**config.mk**
```make
export PLATFORM = sky130hd
export DESIGN_NAME = node_placement_selector
export DESIGN_NICKNAME = d
export VERILOG_FILES = /design/src/design/nps_pkg.sv /design/src/design/node_placement_selector.sv
export SDC_FILE = /design/constraint.sdc
export NUM_CORES = 2
export LEC_CHECK = 0
export ABC_AREA = 1
export ABC_CLOCK_PERIOD_IN_PS = 9800
export BUFFER_PORTS_ARGS = -buffer_cell sky130_fd_sc_hd__buf_2
export CAP_MARGIN = 5
export CELL_PAD_IN_SITES_DETAIL_PLACEMENT = 1
export CELL_PAD_IN_SITES_GLOBAL_PLACEMENT = 2
export CORE_UTILIZATION = 42
export CTS_CLUSTER_DIAMETER = 150
export DETAILED_ROUTE_END_ITERATION = 8
export PLACE_DENSITY_LB_ADDON = 0.1
export SETUP_SLACK_MARGIN = 0.4
export SYNTH_ARGS = -nofsm -noshare
export SYNTH_HDL_FRONTEND = slang
export SYNTH_SLANG_ARGS = --single-unit
```
**constraint.sdc**
```tcl
create_clock -name clk -period 9.8 [get_ports clk]
set_input_delay 0.49 -clock clk [delete_from_list [all_inputs] [get_ports clk]]
set_output_delay 0.49 -clock clk [all_outputs]
set_load 0.005 [all_outputs]
```
**src/design/nps_pkg.sv**
```systemverilog
// Shared types, constants and the microcode program of the node placement selector.
// Depends on nothing; the top level imports it.
`timescale 1ns / 1ps

package nps_pkg;

    // Table geometry and field widths
    localparam int NODES    = 16;
    localparam int IDX_W    = (NODES > 1) ? $clog2(NODES) : 1;
    localparam int CNT_W    = $clog2(NODES + 1);
    localparam int SLOT_W   = 4;
    localparam int UPC_W    = 4;
    localparam int SPREAD_W = 32;
    localparam int BIT_W    = $clog2(SPREAD_W);
    localparam int TASK_W   = 16;
    localparam int VRAM_W   = 20;
    localparam int LOAD_W   = 16;

    // Input word: one command
    typedef struct packed {
        logic              func;
        logic [SLOT_W-1:0] slot;
        logic              present;
        logic              is_self;
        logic [7:0]        gpus;
        logic [VRAM_W-1:0] vram_mib;
        logic [9:0]        cores;
        logic [23:0]       mem_mib;
        logic [LOAD_W-1:0] load_q8;
        logic [1:0]        strategy;
        logic              has_target;
    } nps_in_t;

    // Output word: one result
    typedef struct packed {
        logic              ok;
        logic [SLOT_W-1:0] chosen;
        logic [1:0]        error_code;
    } nps_out_t;

    // Stored node resources (62 bits) and flags with load (18 bits)
    typedef struct packed {
        logic [23:0]       mem_mib;
        logic [9:0]        cores;
        logic [VRAM_W-1:0] vram_mib;
        logic [7:0]        gpus;
    } res_t;

    typedef struct packed {
        logic [LOAD_W-1:0] load_q8;
        logic              is_self;
        logic              present;
    } flags_t;

    typedef enum logic [1:0] {
        ERR_NONE,
        ERR_TGT_ABSENT,
        ERR_TGT_SHORT,
        ERR_NONE_ELIG
    } err_t;

    localparam logic [1:0] STRAT_VRAM   = 2'd0;
    localparam logic [1:0] STRAT_LOAD   = 2'd1;
    localparam logic [1:0] STRAT_SPREAD = 2'd2;
    localparam logic [1:0] STRAT_PACK   = 2'd3;

    localparam logic FUNC_WRITE = 1'b0;

    // Datapath operations driven by the control word
    typedef enum logic [3:0] {
        OP_NOP,
        OP_CLEAR,
        OP_TARGET,
        OP_SCAN,
        OP_RESTART,
        OP_SELF,
        OP_MODINIT,
        OP_MODSTEP,
        OP_PICK,
        OP_COMMIT,
        OP_WRITE
    } op_t;

    // Jump conditions, evaluated on the state before the step executes
    typedef enum logic [3:0] {
        C_NEXT,
        C_ALWAYS,
        C_IS_WRITE,
        C_NO_TARGET,
        C_IDX_MORE,
        C_COUNT_NZ,
        C_SELF_MORE,
        C_COUNT_ZERO,
        C_NOT_SPREAD,
        C_MOD_MORE
    } cond_t;

    typedef logic [UPC_W-1:0] upc_t;

    typedef struct packed {
        op_t   op;
        cond_t cond;
        upc_t  jump;
    } uword_t;

    // Microcode addresses
    localparam upc_t UA_CLEAR   = 4'd0;
    localparam upc_t UA_TGTSEL  = 4'd1;
    localparam upc_t UA_TARGET  = 4'd2;
    localparam upc_t UA_SCAN    = 4'd3;
    localparam upc_t UA_REST1   = 4'd4;
    localparam upc_t UA_SELF    = 4'd5;
    localparam upc_t UA_REST2   = 4'd6;
    localparam upc_t UA_MODINIT = 4'd7;
    localparam upc_t UA_MODSTEP = 4'd8;
    localparam upc_t UA_PICK    = 4'd9;
    localparam upc_t UA_COMMIT  = 4'd10;
    localparam upc_t UA_WRITE   = 4'd11;

    // The placement program. Each step runs its operation, then jumps when
    // its condition holds and otherwise falls through to the next step.
    function automatic uword_t ucode_rom(input upc_t addr);
        uword_t w;
        begin
            case (addr)
                UA_CLEAR:   w = '{OP_CLEAR,   C_IS_WRITE,   UA_WRITE};
                UA_TGTSEL:  w = '{OP_NOP,     C_NO_TARGET,  UA_SCAN};
                UA_TARGET:  w = '{OP_TARGET,  C_ALWAYS,     UA_COMMIT};
                UA_SCAN:    w = '{OP_SCAN,    C_IDX_MORE,   UA_SCAN};
                UA_REST1:   w = '{OP_RESTART, C_COUNT_NZ,   UA_REST2};
                UA_SELF:    w = '{OP_SELF,    C_SELF_MORE,  UA_SELF};
                UA_REST2:   w = '{OP_RESTART, C_COUNT_ZERO, UA_COMMIT};
                UA_MODINIT: w = '{OP_MODINIT, C_NOT_SPREAD, UA_PICK};
                UA_MODSTEP: w = '{OP_MODSTEP, C_MOD_MORE,   UA_MODSTEP};
                UA_PICK:    w = '{OP_PICK,    C_IDX_MORE,   UA_PICK};
                UA_COMMIT:  w = '{OP_COMMIT,  C_ALWAYS,     UA_CLEAR};
                UA_WRITE:   w = '{OP_WRITE,   C_ALWAYS,     UA_CLEAR};
                default:    w = '{OP_COMMIT,  C_ALWAYS,     UA_CLEAR};
            endcase
            return w;
        end
    endfunction

    // A node qualifies when it meets every nonzero minimum of the command.
    function automatic logic qualifies(input res_t r, input nps_in_t c);
        logic q;
        begin
            q = 1'b1;
            if ((c.gpus != '0) && (r.gpus < c.gpus)) q = 1'b0;
            if ((c.vram_mib != '0) && (r.vram_mib < c.vram_mib)) q = 1'b0;
            if ((c.cores != '0) && (r.cores < c.cores)) q = 1'b0;
            if ((c.mem_mib != '0) && (r.mem_mib < c.mem_mib)) q = 1'b0;
            return q;
        end
    endfunction

endpackage

```
**src/design/node_placement_selector.sv**
```systemverilog
// Node placement selector: node table, microcode sequencer and its datapath.
// Depends on nps_pkg for word types, constants and the microcode program.
`timescale 1ns / 1ps

// A table write runs the clear step and then the write step; a placement runs scans for
// remote and self nodes, a pick pass and, under the spread strategy, the one-bit-per-step
// spread remainder. Busy is high from acceptance until the result cycle, in which the next
// word can already be taken.
// Results appear for one cycle with done; the receiver cannot stall them.
// Reset clears all presence flags, task counts and the spread counter at once.
module node_placement_selector (
    input  logic              clk,
    input  logic              rst_n,
    input  logic              start,
    output logic              busy,
    input  nps_pkg::nps_in_t  cmd,
    output logic              done,
    output nps_pkg::nps_out_t result
);
    import nps_pkg::*;

    // Sequencer and datapath registers
    logic                busy_reg, busy_next;
    upc_t                upc_reg, upc_next;
    nps_in_t             cmd_reg;
    logic [IDX_W-1:0]    idx_reg, idx_next;
    logic [CNT_W-1:0]    count_reg, count_next;
    logic [CNT_W-1:0]    rank_reg, rank_next;
    logic [CNT_W-1:0]    rem_reg, rem_next;
    logic [BIT_W-1:0]    bitcnt_reg, bitcnt_next;
    logic [NODES-1:0]    elig_reg, elig_next;
    logic                found_reg, found_next;
    logic [IDX_W-1:0]    pick_reg, pick_next;
    err_t                err_reg, err_next;
    logic [VRAM_W-1:0]   best_vram_reg, best_vram_next;
    logic [LOAD_W-1:0]   best_load_reg, best_load_next;
    logic [TASK_W-1:0]   best_task_reg, best_task_next;
    logic [SPREAD_W-1:0] spread_reg, spread_next;
    logic                done_reg, done_next;
    nps_out_t            result_reg, result_next;

    // Node table
    res_t                res_reg   [NODES];
    flags_t              flags_reg [NODES];
    logic [TASK_W-1:0]   task_reg  [NODES];

    // Table write controls
    logic                tbl_wr_en;
    logic                task_wr_en;
    logic [IDX_W-1:0]    wr_addr;
    logic [TASK_W-1:0]   task_wr_data;

    // Decode and read-side signals
    uword_t              uw;
    logic                take_jump;
    logic [IDX_W-1:0]    rd_addr;
    res_t                rd_res;
    flags_t              rd_flags;
    logic [TASK_W-1:0]   rd_task;
    logic                qual;
    logic                self_hit;
    logic                scan_hit;
    logic                slot_ok;
    logic                idx_last;
    logic                better;
    logic [CNT_W:0]      mod_shift;

    assign uw       = ucode_rom(upc_reg);
    assign slot_ok  = (int'(cmd_reg.slot) < NODES);
    assign idx_last = (idx_reg == IDX_W'(NODES - 1));

    // Single read port; the operation chooses the address.
    always_comb
    begin
        case (uw.op)
            OP_TARGET: rd_addr = IDX_W'(cmd_reg.slot);
            OP_COMMIT: rd_addr = pick_reg;
            default:   rd_addr = idx_reg;
        endcase
    end

    assign rd_res   = res_reg[rd_addr];
    assign rd_flags = flags_reg[rd_addr];
    assign rd_task  = task_reg[rd_addr];
    assign qual     = qualifies(rd_res, cmd_reg);
    assign self_hit = rd_flags.present && rd_flags.is_self && qual;
    assign scan_hit = rd_flags.present && !rd_flags.is_self && qual;

    // Selection compare for the current eligible entry
    always_comb
    begin
        better = 1'b0;
        if (!found_reg) begin
            better = (cmd_reg.strategy != STRAT_SPREAD) || (rank_reg == rem_reg);
        end else begin
            case (cmd_reg.strategy)
                STRAT_VRAM: better = (rd_res.vram_mib > best_vram_reg);
                STRAT_LOAD: better = (rd_flags.load_q8 < best_load_reg);
                STRAT_PACK: better = (rd_task > best_task_reg);
                default:    better = 1'b0;
            endcase
        end
        better = better && elig_reg[idx_reg];
    end

    // One restoring step of spread counter modulo eligible count
    assign mod_shift = {rem_reg, spread_reg[bitcnt_reg]};

    // Jump condition of the current step
    always_comb
    begin
        case (uw.cond)
            C_NEXT:       take_jump = 1'b0;
            C_ALWAYS:     take_jump = 1'b1;
            C_IS_WRITE:   take_jump = (cmd_reg.func == FUNC_WRITE);
            C_NO_TARGET:  take_jump = !cmd_reg.has_target;
            C_IDX_MORE:   take_jump = !idx_last;
            C_COUNT_NZ:   take_jump = (count_reg != '0);
            C_SELF_MORE:  take_jump = !self_hit && !idx_last;
            C_COUNT_ZERO: take_jump = (count_reg == '0);
            C_NOT_SPREAD: take_jump = (cmd_reg.strategy != STRAT_SPREAD);
            C_MOD_MORE:   take_jump = (bitcnt_reg != '0);
            default:      take_jump = 1'b0;
        endcase
    end

    // Sequencer: step counter and busy
    always_comb
    begin
        busy_next = busy_reg;
        upc_next  = upc_reg;
        if (!busy_reg) begin
            if (start) begin
                busy_next = 1'b1;
                upc_next  = UA_CLEAR;
            end
        end else begin
            upc_next = take_jump ? uw.jump : upc_reg + 1'b1;
            if ((uw.op == OP_COMMIT) || (uw.op == OP_WRITE)) begin
                busy_next = 1'b0;
            end
        end
    end

    // Datapath: what each operation does
    always_comb
    begin
        idx_next       = idx_reg;
        count_next     = count_reg;
        rank_next      = rank_reg;
        rem_next       = rem_reg;
        bitcnt_next    = bitcnt_reg;
        elig_next      = elig_reg;
        found_next     = found_reg;
        pick_next      = pick_reg;
        err_next       = err_reg;
        best_vram_next = best_vram_reg;
        best_load_next = best_load_reg;
        best_task_next = best_task_reg;
        spread_next    = spread_reg;
        done_next      = 1'b0;
        result_next    = result_reg;
        tbl_wr_en      = 1'b0;
        task_wr_en     = 1'b0;
        wr_addr        = pick_reg;
        task_wr_data   = rd_task;

        if (busy_reg) begin
            case (uw.op)
                OP_CLEAR:
                begin
                    idx_next   = '0;
                    count_next = '0;
                    rank_next  = '0;
                    rem_next   = '0;
                    elig_next  = '0;
                    found_next = 1'b0;
                    err_next   = ERR_NONE_ELIG;
                end
                OP_TARGET:
                begin
                    if (!slot_ok || !rd_flags.present) begin
                        err_next = ERR_TGT_ABSENT;
                    end else if (!qual) begin
                        err_next = ERR_TGT_SHORT;
                    end else begin
                        found_next = 1'b1;
                        pick_next  = IDX_W'(cmd_reg.slot);
                    end
                end
                OP_SCAN:
                begin
                    elig_next[idx_reg] = scan_hit;
                    if (scan_hit) begin
                        count_next = count_reg + 1'b1;
                    end
                    idx_next = idx_reg + 1'b1;
                end
                OP_RESTART:
                begin
                    idx_next = '0;
                end
                OP_SELF:
                begin
                    if (self_hit) begin
                        elig_next[idx_reg] = 1'b1;
                        count_next         = CNT_W'(1);
                    end
                    idx_next = idx_reg + 1'b1;
                end
                OP_MODINIT:
                begin
                    rem_next    = '0;
                    bitcnt_next = BIT_W'(SPREAD_W - 1);
                end
                OP_MODSTEP:
                begin
                    if (mod_shift >= {1'b0, count_reg}) begin
                        rem_next = CNT_W'(mod_shift - {1'b0, count_reg});
                    end else begin
                        rem_next = CNT_W'(mod_shift);
                    end
                    bitcnt_next = bitcnt_reg - 1'b1;
                end
                OP_PICK:
                begin
                    if (better) begin
                        found_next     = 1'b1;
                        pick_next      = idx_reg;
                        best_vram_next = rd_res.vram_mib;
                        best_load_next = rd_flags.load_q8;
                        best_task_next = rd_task;
                    end
                    if (elig_reg[idx_reg]) begin
                        rank_next = rank_reg + 1'b1;
                    end
                    idx_next = idx_reg + 1'b1;
                end
                OP_COMMIT:
                begin
                    done_next = 1'b1;
                    if (found_reg) begin
                        result_next.ok         = 1'b1;
                        result_next.chosen     = SLOT_W'(pick_reg);
                        result_next.error_code = ERR_NONE;
                        task_wr_en             = 1'b1;
                        wr_addr                = pick_reg;
                        if (rd_task != '1) begin
                            task_wr_data = rd_task + 1'b1;
                        end
                        if (cmd_reg.strategy == STRAT_SPREAD) begin
                            spread_next = spread_reg + 1'b1;
                        end
                    end else begin
                        result_next.ok         = 1'b0;
                        result_next.chosen     = '0;
                        result_next.error_code = err_reg;
                    end
                end
                OP_WRITE:
                begin
                    done_next = 1'b1;
                    wr_addr   = IDX_W'(cmd_reg.slot);
                    if (slot_ok) begin
                        tbl_wr_en              = 1'b1;
                        task_wr_en             = !cmd_reg.present;
                        task_wr_data           = '0;
                        result_next.ok         = 1'b1;
                        result_next.chosen     = cmd_reg.slot;
                        result_next.error_code = ERR_NONE;
                    end else begin
                        result_next.ok         = 1'b0;
                        result_next.chosen     = '0;
                        result_next.error_code = ERR_TGT_ABSENT;
                    end
                end
                default:
                begin
                    idx_next = idx_reg;
                end
            endcase
        end
    end

    // Control registers
    always_ff @(posedge clk or negedge rst_n)
    begin
        if (!rst_n) begin
            busy_reg   <= 1'b0;
            upc_reg    <= UA_CLEAR;
            done_reg   <= 1'b0;
            found_reg  <= 1'b0;
            spread_reg <= '0;
        end else begin
            busy_reg   <= busy_next;
            upc_reg    <= upc_next;
            done_reg   <= done_next;
            found_reg  <= found_next;
            spread_reg <= spread_next;
        end
    end

    // Payload and working registers
    always_ff @(posedge clk)
    begin
        if (!busy_reg && start) begin
            cmd_reg <= cmd;
        end
        idx_reg       <= idx_next;
        count_reg     <= count_next;
        rank_reg      <= rank_next;
        rem_reg       <= rem_next;
        bitcnt_reg    <= bitcnt_next;
        elig_reg      <= elig_next;
        pick_reg      <= pick_next;
        err_reg       <= err_next;
        best_vram_reg <= best_vram_next;
        best_load_reg <= best_load_next;
        best_task_reg <= best_task_next;
        result_reg    <= result_next;
    end

    // Node resources hold no reset; only present entries are ever read.
    always_ff @(posedge clk)
    begin
        if (tbl_wr_en) begin
            res_reg[wr_addr] <= '{cmd_reg.mem_mib, cmd_reg.cores,
                                  cmd_reg.vram_mib, cmd_reg.gpus};
        end
    end

    // Flags and task counts clear at reset.
    always_ff @(posedge clk or negedge rst_n)
    begin
        if (!rst_n) begin
            for (int n = 0; n < NODES; n++) begin
                flags_reg[n] <= '0;
                task_reg[n]  <= '0;
            end
        end else begin
            if (tbl_wr_en) begin
                flags_reg[wr_addr] <= '{cmd_reg.load_q8, cmd_reg.is_self,
                                        cmd_reg.present};
            end
            if (task_wr_en) begin
                task_reg[wr_addr] <= task_wr_data;
            end
        end
    end

    assign busy   = busy_reg;
    assign done   = done_reg;
    assign result = result_reg;

endmodule
```
After elaboration in Yosys (flattened, before gate mapping)
Memory sizes are Yosys's and may differ from the RTL's.
Index checks and enable logic that the tools add are counted.
{"block": "totals", "regBits": 776, "ramBits": 992, "romBits": 192, "output_inout_bits": 9, "mem_count": 2}
{"memory": "res_reg", "words": 16, "width": 62, "rd": 1, "rd_ports_with_merged_regs": 0, "wr": 1, "line_no": "node_placement_selector.sv:43", "text": "res_t res_reg [NODES];"}
{"memory": "(no name shown)", "words": 16, "width": 12, "rd": 1, "rd_ports_with_merged_regs": 0, "wr": 0, "line_no": "nps_pkg.sv:125", "text": "case (addr)"}
{"block": "classes", "addsub": 8, "magnitude_cmp": 14, "eq_ne": 33, "muxes": 72, "n_bitwise": 4, "n_reduce_logical": 55}
{"cell": "bitwise mux 288 bit", "count": 1}
{"cell": "bitwise mux 256 bit", "count": 1}
{"cell": "two-way mux 16 bit", "count": 7}
{"cell": "binary-select mux 18 bit (select 4 bit)", "count": 1}
{"cell": "demux 18 bit (select 4 bit)", "count": 1}
{"cell": "binary-select mux 16 bit (select 4 bit)", "count": 1}
{"cell": "demux 16 bit (select 4 bit)", "count": 1}
{"cell": "two-way mux 18 bit", "count": 3}
{"cell": "one-hot mux 16 bit (3 select lines)", "count": 1}
{"cell": "adder 32 x 1 -> 32 bit (second input constant)", "count": 1}
{"cell": "== test 4 x 3 -> 1 bit (second input constant)", "count": 8}
{"cell": "two-way mux 4 bit", "count": 8}
{"cell": "one-hot mux 16 bit (2 select lines)", "count": 1}
{"cell": "one-hot mux 5 bit (2 select lines)", "count": 3}
{"cell": "== test 4 bit (second input constant)", "count": 6}
{"cell": "< comparator 24 bit", "count": 1}
{"cell": "one-hot mux 4 bit (2 select lines)", "count": 3}
{"cell": "nonzero test 24 bit", "count": 1}
{"cell": "two-way mux 1 bit", "count": 22}
{"cell": "> comparator 20 bit", "count": 1}
{"cell": "< comparator 20 bit", "count": 1}
{"cell": "two-way mux 5 bit", "count": 4}
{"cell": "nonzero test 20 bit", "count": 1}
{"cell": "adder 16 x 1 -> 16 bit (second input constant)", "count": 1}
{"cell": "53 further kinds", "count": 107}

Logic depth before layout (Yosys ltp)
An unclocked memory read counts as a cell.
{"block": "depth", "ltp_word": 16, "ltp_mapped": 43, "depth_no_buf": 35}

Worst setup path after synthesis
No wires, ideal clock.
{"block": "synth_path", "kind": "register to register", "startpoint": "reg upc_reg[0]", "endpoint": "reg best_load_reg[0], enable pin", "setup_ps": 526, "arrival_ps": 8140, "setup_slack_ps": 1134, "stages_incl_launch_ff": 33, "period_less_slack_ps": 8666, "path_cell_list": "dfrtp_1 -> inv_1 -> ha_1 -> inv_1 -> nand2_2 -> nand3_2 -> nand2_4 -> nor2_8 -> nand2_8 -> nand2_2 -> nor2_2 -> nor2_8 -> buf_6 -> buf_4 -> buf_2 -> clkbuf_1 -> clkbuf_1 -> clkbuf_1 -> nand3_1 -> a221oi_1 -> a31o_2 -> inv_1 -> ha_1 -> nand4_1 -> nor2_1 -> inv_1 -> nor3_1 -> a21oi_1 -> o2111ai_1 -> a31oi_1 -> nand3_1 -> nand2_1 -> nor3_1"}
{"item": "from (decl)", "line_no": "node_placement_selector.sv:24", "text": "upc_t upc_reg, upc_next;"}
{"item": "from (signal assigned)", "line_no": "node_placement_selector.sv:296", "text": "upc_reg <= upc_next;"}
{"item": "to (signal assigned)", "line_no": "node_placement_selector.sv:318", "text": "best_load_reg <= best_load_next;"}
{"item": "to (decl)", "line_no": "node_placement_selector.sv:36", "text": "logic [LOAD_W-1:0] best_load_reg, best_load_next;"}

Worst setup path in the final report
{"block": "layout_path", "startpoint": "reg upc_reg[0]", "endpoint": "reg count_reg[4], enable pin"}
{"block": "layout_between", "elab_chain_len": 13, "elab_cells_between_ends": 33, "cone_classes": "4 x order compare; 7 x eq/ne; 8 x mux; 1 x bitwise; 11 x reduce/logical; 2 x memory"}
{"item": "memory (16 x 12 bit) (*)"}
{"item": "parallel branches: the longest is 11 deep, another holds memory (16 x 62 bit)"}
{"item": "AND reduction 4 bit (no source line) (*)"}
{"item": "to (signal assigned)", "line_no": "node_placement_selector.sv:310", "text": "count_reg <= count_next;"}
{"item": "to (decl)", "line_no": "node_placement_selector.sv:27", "text": "logic [CNT_W-1:0] count_reg, count_next;"}
Mark *: on every way between the ends. The select of a mux whose other input is x is not followed.
A chain may end at the register's enable or synchronous reset.

==> impl_results.md <==
* Crit end category: flip-flop
* Critical path's top delay family: simple AND/OR/NAND/NOR gates
* Yosys warns at 0
* Fin crit period at 7778 ps
* Clk pin slew, worst setup/hold paths at 60 ps
* H-tree depth at 4
* Vias in the first global route at 58880
* CP Launch Type: flip-flop
* Pre-antenna DRT Iters at 5
* Max Cap Viol at 0
* Remaining DRCs at 0
* Fin Clk Skew at 28.04 ps
* CP max FO at 167
* Critical path data arrival time at 8290 ps
* Post-CTS sizing at 0
* Vias post-DR at 56580
* Dpl cell area at 0.08055 mm²
* Area of the multi-input gates at 0.02388 mm²
* Simple-gate portion of the synthesized area at 0.1841
* I/O Buffers at 99
* Asr flop ratio synth at 0.3298
* Setup-failing EPs final at 0
* Die Y at 432.0 µm
* Syn nets at 7710
* Post-synth top cells: 2046 x nand2_1, 1185 x edfxtp_1, 736 x nand3_1
* RSZ-0062 raised after global routing: false
* Layout cell share with drive strength beyond 1 at 0.08886
* Outcome: finished, final reports clean
* Die W at 432.0 µm
* GRT Overall Usage at 0.2671
* Finished Cell Area at 0.08768 mm²
* Largest family of logic cells by synthesized area: simple AND/OR/NAND/NOR gates
* Final WS setup at 2022 ps
* Synth Cell Area at 0.07765 mm²
* Worst R2R Setup Slack at 2020 ps
* Slowest-stage cell, CP: inv_16
* Total die area at 0.1866 mm²
* Max reg flops at 992
* Crit Path Category: reg -> reg
* Hold Path Class: in -> async
* Synth Area in XOR/XNOR at 0.004850
* Core area at 0.1833 mm²
* Syn_area_per_cell at 10.37 µm²
* I/O pin total at 100
* Largest net degree at the start of global routing at 168
* Worst-Skew Late Latency at 850 ps
* Slew HR at 0.2588
* Final #Nets at 7764
* Data required, critical path at 10310 ps
* Number of flops mapped to enable cells by yosys at 1185
* Netlist cell types at 71
* Area share of the largest cell type after synthesis at 0.4583
* Final Routed Wirelength at 248000 µm
* Final cell count without fillers at 10170
* Multiplexer share of the synthesized area at 0.0001450
* Post-synth top flop: edfxtp_1
* Routed WL per cell at 24.38 µm
* Hpwl dp at 134200 µm
* Worst-Margin Slew at 1112 ps
* GPL Wtd Cong at 0.8327
* Pins over their slew limit at 0
* Core Rows at 157
* Largest stage delay on the critical path at 660 ps
* DP Worst Slack at 1942 ps
* Num CTS Buffers at 195
* Worst R2R Start: upc_reg[0]$_DFFE_PN0P_
* Post-Synthesis Cells at 7489
* Area delta synth->final at 12.92%
* GRT Residual Overflow at 0
* Iter 0 DRT Violations at 4114
* Final Hold Fails at 0
* Top cell type by total area after synthesis: edfxtp_1
* Most common cell in the synthesized netlist: nand2_1
* Register area share after synthesis at 0.6461
* Post-CTS setup buffers at 0
* Peak Freq at 128.6 MHz
* Worst R2R Path Depth at 30
* Via/cell ratio at 5.561
* Sequential standard cell area at 0.05017 mm²
* Post-Synth Adder-Cell Area at 0.02104
* Initial antenna violation count at 0
* Routed Antenna Nets at 0
* Starting Density at 0.4237
* Final Cycle Share at 0.7937
* First-pass GRT wire length at 377000 µm
* RR Endpoint: count_reg[4]$_SDFFCE_PN0P_
* N_diodes at 0
* Placed Instances at 9720
* Max Root-Sink Buffers at 3
* Setup TNS at 0 ps
* Synth area leaders: edfxtp_1 46%, dfrtp_1 19%, nand2_1 9.9%
* TritonCTS clock tree: done
* Root Buffer: clkbuf_16
* Compound-gate portion of the synthesized area at 0.09538
* Clock sinks at 1768
* Filler cell count at 19840
* Register bit count reported by yosys at 1768
* WP buf/inv at 7
* Post-CTS Hold Buffers at 90
==> stage by stage <==
step	hold WS, ps	util
after CTS	225.3	0.4784
after global placement	456.5	0.4395
after global routing	273.6	0.4784
final	229.7	0.4784
after floorplan	194.4	-
after detailed placement	456.6	0.4395
==> routing by layer <==
metal,global-route usage,share of wire,vias to the layer above
met5,0,0,-
met4,0.06761,0.022,0
met3,0.02968,0.034,308
met2,0.4555,0.49,1076
met1,0.3626,0.45,29190
li1,-,-,26010
==> worst reg2reg max path: cells and delay by family (launching register included) <==
| family | cells | cell delay (ps) |
|---|---|---|
| compound gates | 9 | 1740 |
| fa+ha+maj | 2 | 560 |
| buf+inv | 7 | 2120 |
| flops | 1 | 510 |
| simple gates | 12 | 2520 |
==> logic make-up (layout without fill, tap and decap cells) <==
family	Yosys count	after routing
flops	1768	1768
fa+ha+maj	130	130
simple gates	3415	3415
compound gates	1210	1210
mux	1	1
xor+xnor	43	43
buf+inv	922	1142
==> how the worst max path moves through the flow <==
stage	startpoint	slack, ps	end	cells after the start
3_3_place_gp	upc_reg[0]$_DFFE_PN0P_	2000	best_load_reg[11]$_DFFE_PP_	27
6_report	upc_reg[0]$_DFFE_PN0P_	2020	count_reg[4]$_SDFFCE_PN0P_	30
2_1_floorplan	upc_reg[0]$_DFFE_PN0P_	1130	best_load_reg[0]$_DFFE_PP_	32
4_1_cts	upc_reg[0]$_DFFE_PN0P_	1930	best_load_reg[12]$_DFFE_PP_	27
3_5_place_dp	upc_reg[0]$_DFFE_PN0P_	1940	best_load_reg[12]$_DFFE_PP_	27
5_1_grt	upc_reg[0]$_DFFE_PN0P_	1440	best_load_reg[12]$_DFFE_PP_	29
==> layout by cell type, fill, tap and decap left out, drive strengths merged, types with 117 or more instances in the layout <==
master / Yosys / routed
nand2: 2065 / 2065
edfxtp: 1185 / 1185
nand3: 742 / 742
o21ai: 631 / 631
dfrtp: 583 / 583
nor2: 472 / 472
inv: 445 / 452
clkbuf: 328 / 272
buf: 133 / 228
a31oi: 129 / 129
ha: 129 / 129
o211ai: 117 / 117
==> cell type report <==
| type | instances | area share |
|---|---|---|
| Multi-Input combinational cell | 4799 | 0.2723 |
| Tap cell | 2464 | 0.03516 |
| Timing Repair Buffer | 318 | 0.02908 |
| Sequential cell | 1768 | 0.5722 |
| Clock inverter | 91 | 0.009404 |
| Clock buffer | 272 | 0.06162 |
| Inverter | 461 | 0.02021 |
Power is not shown: default switching activity piles up to over one toggle a cycle in this logic, so the estimate is an artifact.
